File: config.mk
export PLATFORM = sky130hd
export DESIGN_NAME = fir_filter_with_output_clamp_unit_flat
export DESIGN_NICKNAME = d
export VERILOG_FILES = /design/src/sv/fwc_pkg.sv /design/src/sv/fwc_in_if.sv /design/src/sv/fwc_out_if.sv /design/src/sv/fwc_cell.sv /design/src/sv/fwc_div.sv /design/src/sv/fir_filter_with_output_clamp_unit.sv /design/src/flat_wrapper.sv
export SDC_FILE = /design/constraint.sdc
export NUM_CORES = 2
export LEC_CHECK = 0
export ABC_CLOCK_PERIOD_IN_PS = 18900
export BUFFER_PORTS_ARGS = -buffer_cell sky130_fd_sc_hd__buf_2
export CAP_MARGIN = 10
export CORE_ASPECT_RATIO = 0.6
export CORE_UTILIZATION = 55
export DETAILED_ROUTE_END_ITERATION = 12
export PLACE_DENSITY = 0.71
export SLEW_MARGIN = 10
export SYNTH_ARGS = -nofsm -noshare
export SYNTH_HDL_FRONTEND = slang
export SYNTH_SLANG_ARGS = --single-unit
File: constraint.sdc
create_clock -name clk_i -period 18.9 [get_ports clk_i]
set_input_delay 1.89 -clock clk_i [delete_from_list [all_inputs] [get_ports clk_i]]
set_output_delay 1.89 -clock clk_i [all_outputs]
set_load 0.01 [all_outputs]
File: src/sv/fwc_pkg.sv
`timescale 1ns / 1ps
// Package for the FIR filter with output clamp: widths, register indexes,
// coefficient table and the control structs shared by the modules.
// No dependencies.
package fwc_pkg;

  localparam int TAPS      = 52;
  localparam int BLOCK_LEN = 64;
  localparam int TAP_W     = (TAPS > 1) ? $clog2(TAPS) : 1;
  localparam int BLK_W     = 8;

  localparam int SAMPLE_W = 16;
  localparam int CELL_W   = 18;
  localparam int COEF_W   = 20;
  localparam int ACC_W    = 32;
  localparam int CFG_W    = 16;
  localparam int CFG_IDX_W = 2;

  localparam int DIV_W     = 32;
  localparam int DIVS_W    = 16;
  localparam int DIV_CNT_W = 5;
  localparam int IN_DIV_STEPS  = 17;
  localparam int OUT_DIV_STEPS = 31;

  localparam logic [CFG_IDX_W-1:0] REG_INPUT_OFFSET   = 2'd0;
  localparam logic [CFG_IDX_W-1:0] REG_INPUT_DIVISOR  = 2'd1;
  localparam logic [CFG_IDX_W-1:0] REG_OUTPUT_DIVISOR = 2'd2;

  localparam logic [SAMPLE_W-1:0] OUT_MAX = 16'hFFFF;

  localparam logic signed [COEF_W-1:0] COEF_TABLE [52] = '{
    20'sd0, -20'sd63, -20'sd278, -20'sd552, -20'sd614, -20'sd68, 20'sd1445, 20'sd3997,
    20'sd7119, 20'sd9635, 20'sd9756, 20'sd5509, -20'sd4490, -20'sd20096, -20'sd38816,
    -20'sd55509, -20'sd62878, -20'sd52858, -20'sd18704, 20'sd42740, 20'sd129254,
    20'sd232586, 20'sd339327, 20'sd433272, 20'sd498780, 20'sd524286, 20'sd505032,
    20'sd444227, 20'sd352326, 20'sd244605, 20'sd137715, 20'sd46149, -20'sd20474,
    -20'sd58683, -20'sd70839, -20'sd63503, -20'sd45126, -20'sd23764, -20'sd5408,
    20'sd6767, 20'sd12246, 20'sd12390, 20'sd9412, 20'sd5462, 20'sd2057, -20'sd102,
    -20'sd998, -20'sd1015, -20'sd641, -20'sd257, -20'sd46, 20'sd0
  };

  typedef struct packed {
    logic shift;
    logic rotate;
  } cell_ctrl_t;

  typedef struct packed {
    logic                 start;
    logic [DIV_CNT_W-1:0] steps;
  } div_req_t;

endpackage

File: src/sv/fwc_in_if.sv
`timescale 1ns / 1ps
// Input channel of the FIR filter: valid, ready and one raw sample.
// Depends on fwc_pkg.
interface fwc_in_if;
  import fwc_pkg::*;

  logic                valid;
  logic                ready;
  logic [SAMPLE_W-1:0] sample;

  modport source (output valid, output sample, input ready);
  modport sink (input valid, input sample, output ready);
endinterface

File: src/sv/fwc_out_if.sv
`timescale 1ns / 1ps
// Output channel of the FIR filter: valid, ready, one result item and a block-done flag.
// Depends on fwc_pkg.
interface fwc_out_if;
  import fwc_pkg::*;

  logic                valid;
  logic                ready;
  logic [SAMPLE_W-1:0] filtered;
  logic                block_done;

  modport source (output valid, output filtered, output block_done, input ready);
  modport sink (input valid, input filtered, input block_done, output ready);
endinterface

File: src/sv/fwc_cell.sv
`timescale 1ns / 1ps
// One cell of the delay ring: holds one scaled sample and takes its left
// neighbor on a shift or its right neighbor on a rotate. Depends on fwc_pkg.
module fwc_cell (
  input  logic                       clk_i,
  input  logic                       rst_ni,
  input  fwc_pkg::cell_ctrl_t        ctrl_i,
  input  logic [fwc_pkg::CELL_W-1:0] left_i,
  input  logic [fwc_pkg::CELL_W-1:0] right_i,
  output logic [fwc_pkg::CELL_W-1:0] val_o
);
  import fwc_pkg::*;

  logic [CELL_W-1:0] val_q;

  always_ff @(posedge clk_i or negedge rst_ni) begin
    if (!rst_ni) begin
      val_q <= '0;
    end else begin
      priority if (ctrl_i.shift) begin
        val_q <= left_i;
      end else if (ctrl_i.rotate) begin
        val_q <= right_i;
      end else begin
        val_q <= val_q;
      end
    end
  end

  assign val_o = val_q;
endmodule

File: src/sv/fwc_div.sv
`timescale 1ns / 1ps
// Bit-serial restoring divider shared by the input and output scaling.
// The dividend is left-aligned; one quotient bit per cycle. Depends on fwc_pkg.
module fwc_div (
  input  logic                       clk_i,
  input  logic                       rst_ni,
  input  fwc_pkg::div_req_t          req_i,
  input  logic [fwc_pkg::DIV_W-1:0]  dividend_i,
  input  logic [fwc_pkg::DIVS_W-1:0] divisor_i,
  output logic                       done_o,
  output logic [fwc_pkg::DIV_W-1:0]  quotient_o
);
  import fwc_pkg::*;

  logic                 busy_q;
  logic                 done_q;
  logic [DIV_CNT_W-1:0] cnt_q;
  logic [DIV_W-1:0]     dvd_q;
  logic [DIV_W-1:0]     quo_q;
  logic [DIVS_W-1:0]    rem_q;
  logic [DIVS_W-1:0]    dvs_q;
  logic [DIVS_W:0]      rem_sh;
  logic                 fits;
  logic [DIVS_W:0]      rem_sub;

  assign rem_sh  = {rem_q, dvd_q[DIV_W-1]};
  assign fits    = (rem_sh >= {1'b0, dvs_q});
  assign rem_sub = rem_sh - {1'b0, dvs_q};

  always_ff @(posedge clk_i or negedge rst_ni) begin
    if (!rst_ni) begin
      busy_q <= 1'b0;
      done_q <= 1'b0;
      cnt_q  <= '0;
    end else begin
      done_q <= 1'b0;
      if (req_i.start) begin
        busy_q <= 1'b1;
        cnt_q  <= req_i.steps;
      end else if (busy_q) begin
        cnt_q <= cnt_q - 1'b1;
        if (cnt_q == DIV_CNT_W'(1)) begin
          busy_q <= 1'b0;
          done_q <= 1'b1;
        end
      end
    end
  end

  always_ff @(posedge clk_i) begin
    if (req_i.start) begin
      dvd_q <= dividend_i;
      dvs_q <= divisor_i;
      rem_q <= '0;
      quo_q <= '0;
    end else if (busy_q) begin
      dvd_q <= {dvd_q[DIV_W-2:0], 1'b0};
      quo_q <= {quo_q[DIV_W-2:0], fits};
      rem_q <= fits ? rem_sub[DIVS_W-1:0] : rem_sh[DIVS_W-1:0];
    end
  end

  assign done_o     = done_q;
  assign quotient_o = quo_q;
endmodule

File: src/sv/fir_filter_with_output_clamp_unit.sv
`timescale 1ns / 1ps
// FIR filter with input scaling and output clamp, top level.
// One item at a time: an accepted item passes the input divide, the MAC around the cell
// ring, the close of the sum, the output divide and the load of the output; a negative
// sum skips the output divide and gives zero. The next item is accepted once the unit is
// back in idle, after any wait for the result port.
// Reset clears the delay ring and presets the block counter and config registers; no sweep.
module fir_filter_with_output_clamp_unit (
  input  logic                          clk_i,
  input  logic                          rst_ni,
  input  logic                          cfg_we_i,
  input  logic [fwc_pkg::CFG_IDX_W-1:0] cfg_idx_i,
  input  logic [fwc_pkg::CFG_W-1:0]     cfg_wdata_i,
  fwc_in_if.sink                        sample_i,
  fwc_out_if.source                     result_o
);
  import fwc_pkg::*;

  typedef enum logic [5:0] {
    S_IDLE = 6'b000001,
    S_IDIV = 6'b000010,
    S_MAC  = 6'b000100,
    S_ACC  = 6'b001000,
    S_ODIV = 6'b010000,
    S_EMIT = 6'b100000
  } state_e;

  state_e state_q, state_d;

  logic [CFG_W-1:0] in_offset_q;
  logic [CFG_W-1:0] in_div_q;
  logic [CFG_W-1:0] out_div_q;

  logic [TAP_W-1:0]  k_q;
  logic              prod_vld_q;
  logic [ACC_W-1:0]  prod_q;
  logic [ACC_W-1:0]  acc_q;
  logic [ACC_W-1:0]  acc_next;
  logic              x_neg_q;
  logic [SAMPLE_W-1:0] res_q;
  logic [BLK_W-1:0]  blk_q;
  logic [BLK_W-1:0]  blk_dec;
  logic              out_vld_q;
  logic [SAMPLE_W-1:0] out_filt_q;
  logic              out_done_q;

  logic              accept;
  logic signed [CELL_W-1:0] x_raw;
  logic [CELL_W-2:0] x_mag;
  logic [CELL_W-1:0] x_new;
  logic [CELL_W-2:0] q_in;

  div_req_t          div_req;
  logic [DIV_W-1:0]  div_dvd;
  logic [DIVS_W-1:0] div_dvs;
  logic              div_done;
  logic [DIV_W-1:0]  div_quo;

  cell_ctrl_t        cell_ctrl;
  logic [CELL_W-1:0] cells [TAPS];
  logic signed [CELL_W+COEF_W-1:0] prod_full;

  always_ff @(posedge clk_i or negedge rst_ni) begin
    if (!rst_ni) begin
      in_offset_q <= '0;
      in_div_q    <= CFG_W'(1);
      out_div_q   <= CFG_W'(1);
    end else if (cfg_we_i) begin
      unique case (cfg_idx_i)
        REG_INPUT_OFFSET:   in_offset_q <= cfg_wdata_i;
        REG_INPUT_DIVISOR:  in_div_q    <= cfg_wdata_i;
        REG_OUTPUT_DIVISOR: out_div_q   <= cfg_wdata_i;
        default: ;
      endcase
    end
  end

  assign accept          = sample_i.valid && sample_i.ready;
  assign sample_i.ready  = (state_q == S_IDLE);

  assign x_raw = $signed({2'b00, sample_i.sample}) +
                 $signed({{(CELL_W-CFG_W){in_offset_q[CFG_W-1]}}, in_offset_q});
  assign x_mag = x_raw[CELL_W-1] ? (CELL_W-1)'(-x_raw) : x_raw[CELL_W-2:0];

  assign acc_next = acc_q + prod_q;

  always_comb begin
    div_req.start = 1'b0;
    div_req.steps = DIV_CNT_W'(IN_DIV_STEPS);
    div_dvd       = {x_mag, {(DIV_W-CELL_W+1){1'b0}}};
    div_dvs       = (in_div_q == '0) ? DIVS_W'(1) : in_div_q;
    if (accept) begin
      div_req.start = 1'b1;
    end else if (state_q == S_ACC && !acc_next[ACC_W-1]) begin
      div_req.start = 1'b1;
      div_req.steps = DIV_CNT_W'(OUT_DIV_STEPS);
      div_dvd       = {acc_next[ACC_W-2:0], 1'b0};
      div_dvs       = (out_div_q == '0) ? DIVS_W'(1) : out_div_q;
    end
  end

  fwc_div u_div (
    .clk_i      (clk_i),
    .rst_ni     (rst_ni),
    .req_i      (div_req),
    .dividend_i (div_dvd),
    .divisor_i  (div_dvs),
    .done_o     (div_done),
    .quotient_o (div_quo)
  );

  assign q_in  = div_quo[CELL_W-2:0];
  assign x_new = x_neg_q ? CELL_W'(-{1'b0, q_in}) : {1'b0, q_in};

  assign cell_ctrl.shift  = (state_q == S_IDIV) && div_done;
  assign cell_ctrl.rotate = (state_q == S_MAC);

  for (genvar i = 0; i < TAPS; i++) begin : g_cell
    fwc_cell u_cell (
      .clk_i   (clk_i),
      .rst_ni  (rst_ni),
      .ctrl_i  (cell_ctrl),
      .left_i  ((i == 0) ? x_new : cells[(i + TAPS - 1) % TAPS]),
      .right_i (cells[(i + 1) % TAPS]),
      .val_o   (cells[i])
    );
  end

  assign prod_full = $signed(cells[0]) * COEF_TABLE[k_q];
  assign blk_dec   = blk_q - 1'b1;

  always_comb begin
    state_d = state_q;
    unique case (state_q)
      S_IDLE: if (accept) state_d = S_IDIV;
      S_IDIV: if (div_done) state_d = S_MAC;
      S_MAC:  if (k_q == TAP_W'(TAPS - 1)) state_d = S_ACC;
      S_ACC:  state_d = acc_next[ACC_W-1] ? S_EMIT : S_ODIV;
      S_ODIV: if (div_done) state_d = S_EMIT;
      S_EMIT: if (!out_vld_q || result_o.ready) state_d = S_IDLE;
      default: state_d = S_IDLE;
    endcase
  end

  always_ff @(posedge clk_i or negedge rst_ni) begin
    if (!rst_ni) begin
      state_q    <= S_IDLE;
      k_q        <= '0;
      prod_vld_q <= 1'b0;
      blk_q      <= BLK_W'(BLOCK_LEN);
      out_vld_q  <= 1'b0;
    end else begin
      state_q    <= state_d;
      prod_vld_q <= (state_q == S_MAC);
      if (state_q == S_MAC && k_q != TAP_W'(TAPS - 1)) begin
        k_q <= k_q + 1'b1;
      end else begin
        k_q <= '0;
      end
      if (out_vld_q && result_o.ready) begin
        out_vld_q <= 1'b0;
      end
      if (state_q == S_EMIT && (!out_vld_q || result_o.ready)) begin
        out_vld_q <= 1'b1;
        blk_q     <= (blk_dec == '0) ? BLK_W'(BLOCK_LEN) : blk_dec;
      end
    end
  end

  always_ff @(posedge clk_i) begin
    if (accept) begin
      x_neg_q <= x_raw[CELL_W-1];
    end
    if (state_q == S_MAC) begin
      prod_q <= prod_full[ACC_W-1:0];
    end
    if (state_q == S_IDIV) begin
      acc_q <= '0;
    end else if (state_q == S_MAC && prod_vld_q) begin
      acc_q <= acc_next;
    end
    if (state_q == S_ACC) begin
      res_q <= '0;
    end else if (state_q == S_ODIV && div_done) begin
      res_q <= (div_quo[DIV_W-1:SAMPLE_W] != '0) ? OUT_MAX : div_quo[SAMPLE_W-1:0];
    end
    if (state_q == S_EMIT && (!out_vld_q || result_o.ready)) begin
      out_filt_q <= res_q;
      out_done_q <= (blk_dec == '0);
    end
  end

  assign result_o.valid      = out_vld_q;
  assign result_o.filtered   = out_filt_q;
  assign result_o.block_done = out_done_q;

`ifndef SYNTHESIS
  a_div_done_ctx: assert property (@(posedge clk_i) disable iff (!rst_ni)
    div_done |-> (state_q == S_IDIV || state_q == S_ODIV))
    else $error("divider finished outside a divide phase");

  a_accept_starts: assert property (@(posedge clk_i) disable iff (!rst_ni)
    accept |=> (state_q == S_IDIV))
    else $error("accepted item did not start the input divide");

  a_last_product: assert property (@(posedge clk_i) disable iff (!rst_ni)
    (state_q == S_ACC) |-> (prod_vld_q && $past(k_q) == TAP_W'(TAPS - 1)))
    else $error("sum closed before the last product");

  a_emit_loads: assert property (@(posedge clk_i) disable iff (!rst_ni)
    (state_q == S_EMIT && !out_vld_q) |=> (out_vld_q && state_q == S_IDLE))
    else $error("result not moved to the output register");
`endif
endmodule
File: src/flat_wrapper.sv
// flat-port wrapper written by rule: the top's interface ports become plain ports
module fir_filter_with_output_clamp_unit_flat import fwc_pkg::*;
  (clk_i, rst_ni, cfg_we_i, cfg_idx_i, cfg_wdata_i, sample_i_valid, sample_i_sample, sample_i_ready, result_o_valid, result_o_filtered, result_o_block_done, result_o_ready);
  fwc_in_if sample_i_i ();
  fwc_out_if result_o_i ();
  input  logic clk_i;
  input  logic rst_ni;
  input  logic cfg_we_i;
  input  logic [fwc_pkg::CFG_IDX_W-1:0] cfg_idx_i;
  input  logic [fwc_pkg::CFG_W-1:0] cfg_wdata_i;
  input wire logic [$bits(sample_i_i.valid)-1:0] sample_i_valid;
  input wire logic [$bits(sample_i_i.sample)-1:0] sample_i_sample;
  output wire logic [$bits(sample_i_i.ready)-1:0] sample_i_ready;
  output wire logic [$bits(result_o_i.valid)-1:0] result_o_valid;
  output wire logic [$bits(result_o_i.filtered)-1:0] result_o_filtered;
  output wire logic [$bits(result_o_i.block_done)-1:0] result_o_block_done;
  input wire logic [$bits(result_o_i.ready)-1:0] result_o_ready;
  assign sample_i_i.valid = sample_i_valid;
  assign sample_i_i.sample = sample_i_sample;
  assign sample_i_ready = sample_i_i.ready;
  assign result_o_valid = result_o_i.valid;
  assign result_o_filtered = result_o_i.filtered;
  assign result_o_block_done = result_o_i.block_done;
  assign result_o_i.ready = result_o_ready;
  fir_filter_with_output_clamp_unit u_core (.clk_i(clk_i), .rst_ni(rst_ni), .cfg_we_i(cfg_we_i), .cfg_idx_i(cfg_idx_i), .cfg_wdata_i(cfg_wdata_i), .sample_i(sample_i_i), .result_o(result_o_i));
endmodule
==> flow_metrics.tcl <==
set metrics [dict create \
    outcome "completed" \
    synth.top_cells.by_area "dfrtp_1 37%, nand2_1 12%, fa_1 9.1%" \
    cts_tree "built" \
    yosysMostFrequentCell "nand2_1" \
    synth.cell_area_um2 68800 \
    worstSetupEndpointType "flop" \
    layout_setup_ws_ns 10.09 \
    gp_congestion 0.887 \
    endpoint "u_core.prod_q[31]" \
    grt_pass1_wl_mm 273 \
    clk_latency_ns 0.78 \
    cts_sinks 1206 \
    n_fill_cell 10716 \
    grt_overflow_total 0 \
    synth_top_cell_by_area "dfrtp_1" \
    maxSlewHeadroom_pct 10.9 \
    die_h_um 276 \
    rsz0062_at_grt "false" \
    path_clk_slew_ns 0.07 \
    power_density_nw_per_um2 114 \
    num-nets-final 8298 \
    synthArstFlopShare_pct 84.0 \
    antenna_found_initial 6 \
    drtIter0Drc 5656 \
    dr.pass1.iters 6 \
    internal_power_w 0.00556 \
    die_width_um 458 \
    netlist.area_leader.share_pct 36.7 \
    cts.path.max_buffers 3 \
    cts_buffers 109 \
    fmax_mhz 114 \
    areaGrowthSynthToFinish_pct 6.81 \
    synth-seq-cells 1206 \
    cp-startpoint "u_core.k_q[0]" \
    maxCapViolCount 0 \
    yosys_warnings 0 \
    synth.distinct_cells 95 \
    synth_cells 8075 \
    port_buffers 57 \
    reg2reg_from "u_core.k_q[0]" \
    syn_avg_cell_area_um2 8.51 \
    setup_viol 0 \
    arrival_ns 9.25 \
    critPathKind "flop to flop" \
    grt_max_degree 215 \
    ys.flop_type "dfrtp_1" \
    post_cts_buffers 0 \
    finalCritPeriodShare_pct 46.6 \
    critPathRequiredTime_ns 19.34 \
    drive_gt1_share_pct 5.48 \
    crit_fanout 18 \
    ios 58 \
    synthTopCellsByCount "2,241 x nand2_1, 1,094 x nor2_1, 1,009 x dfrtp_1" \
    initial_core_util_pct 55.5 \
    wl_per_cell_um 17.2 \
    drv_slew 0 \
    p_sw_w 0.00282 \
    max_slew.worst_pin.slew_ns 1.34 \
    r2r_slack_ns 10.09 \
    crit_path_top_delay_cell "a21oi_2" \
    power_w 0.00838 \
    start_kind "flop" \
    hpwl_mm 107 \
    die_area_um2 126000 \
    cts_root_buf "clkbuf_16" \
    crit_top_cell "inv_1" \
    r2r_end "u_core.prod_q[31]" \
    p_leak_nw 35.0 \
    hold_viol 0 \
    holdCritPathClass "flop to flop" \
    grt_pass1_vias 51956 \
    drc 0 \
    ctsHoldBuffers 0 \
    wl_mm 164 \
    ys_seq_area_share_pct 43.9 \
    fp-row-count 100 \
    worst_ir_drop_vdd_v 0.000103 \
    p_sw_share_pct 33.6 \
    viasPerCell 5.75 \
    r2r_cells 30 \
    cts_resized 0 \
    setup_tns_ns 0 \
    pre_cts_ws_ns 10.28 \
    syn_nets 8602 \
    slowest_delay_ns 0.81 \
    skew_ns 0.0882 \
    regArea_um2 30200 \
    core_um2 124000 \
    multiInputGateArea_um2 34700 \
    grt_usage_pct 26.1 \
    synth-edff-count 97 \
    power_frac_comb_pct 22.0 \
    postRouteAntennaNets 0 \
    power_frac_seq_pct 50.4 \
    power.share.clock_pct 27.5 \
    finalCriticalPeriod_ns 8.81 \
    vias 54900 \
    cts.htree.levels 3 \
]
## worst max-delay path: cells and delay by family, from the launching register on
kind	cells	cell delay (ns)
adder cells (fa/ha/maj)	8	3.63
AO/OA/AOI/OAI	11	3.13
flip-flops	1	0.68
buffers and inverters	6	0.54
AND/OR/NAND/NOR	4	0.48
XOR/XNOR	1	0.08
## layout make-up
cell class | count | area share (%)
Clock buffer | 155 | 4.17
Tap cell | 1683 | 2.87
Sequential cell | 1206 | 41.1
Timing Repair Buffer | 138 | 1.29
Clock inverter | 48 | 0.874
Multi-Input combinational cell | 5852 | 47.3
Inverter | 464 | 2.38
Antenna cell | 1 | 0.00341
## registers in the layout (all words and copies together), names as in the netlist, 16 cells and up
signal,cells
u_core.g_cell.u_cell.val_o,936
u_core.res_q,16
u_core.in_offset_q,16
u_core.u_div.dvs_q,16
u_core.out_div_q,16
u_core.in_div_q,16
u_core.u_div.quotient_o,32
u_core.u_div.dvd_q,31
u_core.acc_q,32
u_core.result_o.filtered,16
u_core.u_div.rem_q,16
u_core.prod_q,32
## through the flow
| step | instances | hold WS, ns | util [%] | area, um2 |
|---|---|---|---|---|
| detailed placement | 9342 | 0.419 | 56.2 | 69700 |
| CTS | 9545 | 0.422 | 59.2 | 73400 |
| global placement | 9342 | 0.419 | 56.2 | 69700 |
| floorplan | 8075 | 0.409 | - | 68800 |
| global route | 9547 | 0.431 | 59.2 | 73400 |
| finish | 9547 | 0.409 | 59.2 | 73400 |
## layer usage
layer	track usage [%]	share of wire [%]	vias to the layer above
li1	-	-	26077
met1	39.8	48	27298
met2	38.5	44	1321
met3	4.51	6.0	202
met4	6.51	2.2	2
met5	0	0.0079	-
## cell usage in the layout, fill, tap and decap left out, types with 14 or more instances in the layout
| master | netlist | final |
|---|---|---|
| mux2_2 | 51 | 51 |
| a21oi_1 | 136 | 133 |
| nand2b_1 | 20 | 20 |
| o21ai_1 | 15 | 14 |
| o221a_2 | 16 | 16 |
| clkbuf_8 | 0 | 14 |
| nor2_1 | 1094 | 1094 |
| nor2b_1 | 16 | 16 |
| nor3_1 | 30 | 30 |
| inv_1 | 458 | 457 |
| ha_1 | 177 | 177 |
| a31oi_1 | 933 | 931 |
| dfrtp_1 | 1009 | 1008 |
| clkbuf_16 | 0 | 110 |
| clkbuf_1 | 517 | 31 |
| xnor2_1 | 96 | 96 |
| xor2_1 | 41 | 41 |
| nand3_1 | 39 | 38 |
| a21o_1 | 27 | 27 |
| and2_1 | 166 | 166 |
| nor4_1 | 18 | 18 |
| a22oi_1 | 22 | 22 |
| edfxtp_1 | 97 | 97 |
| mux2i_1 | 49 | 49 |
| o21a_1 | 18 | 18 |
| clkinv_2 | 0 | 26 |
| nand2_1 | 2241 | 2240 |
| a211oi_1 | 34 | 34 |
| o211ai_1 | 15 | 15 |
| fa_1 | 311 | 311 |
| buf_4 | 7 | 77 |
| buf_2 | 15 | 56 |
| o21ai_0 | 99 | 99 |
| dfxtp_1 | 96 | 96 |
## how the worst min path moves through the flow
stage | slack [ns] | cells after the start | start | endpoint
5_1_grt | 0.43 | 0 | u_core.res_q[3] | u_core.result_o.filtered[3]
6_report | 0.41 | 0 | u_core.res_q[3] | u_core.result_o.filtered[3]
3_5_place_dp | 0.42 | 0 | u_core.res_q[1] | u_core.result_o.filtered[1]
4_1_cts | 0.42 | 0 | u_core.res_q[3] | u_core.result_o.filtered[3]
3_3_place_gp | 0.42 | 0 | u_core.res_q[1] | u_core.result_o.filtered[1]
2_1_floorplan | 0.41 | 0 | u_core.res_q[0] | u_core.result_o.filtered[0]
## cell families after synthesis
family	synth area share [%]
multiplexers	1.55
AND/OR/NAND/NOR	21.6
flip-flops	43.9
adder cells (fa/ha/maj)	12.3
XOR/XNOR	1.77
AO/OA/AOI/OAI	13.2
buffers and inverters	5.68
## power by group through the flow
stage               logic (W)  clock network [W]  registers, W
CTS                   0.00185            0.00235       0.00420
finish                0.00185            0.00231       0.00422
global placement      0.00175                  0       0.00421
detailed placement    0.00184                  0       0.00424
floorplan             0.00149                  0       0.00395
global route          0.00211            0.00246       0.00433
Note: power is estimated with default switching activity, not from simulation.
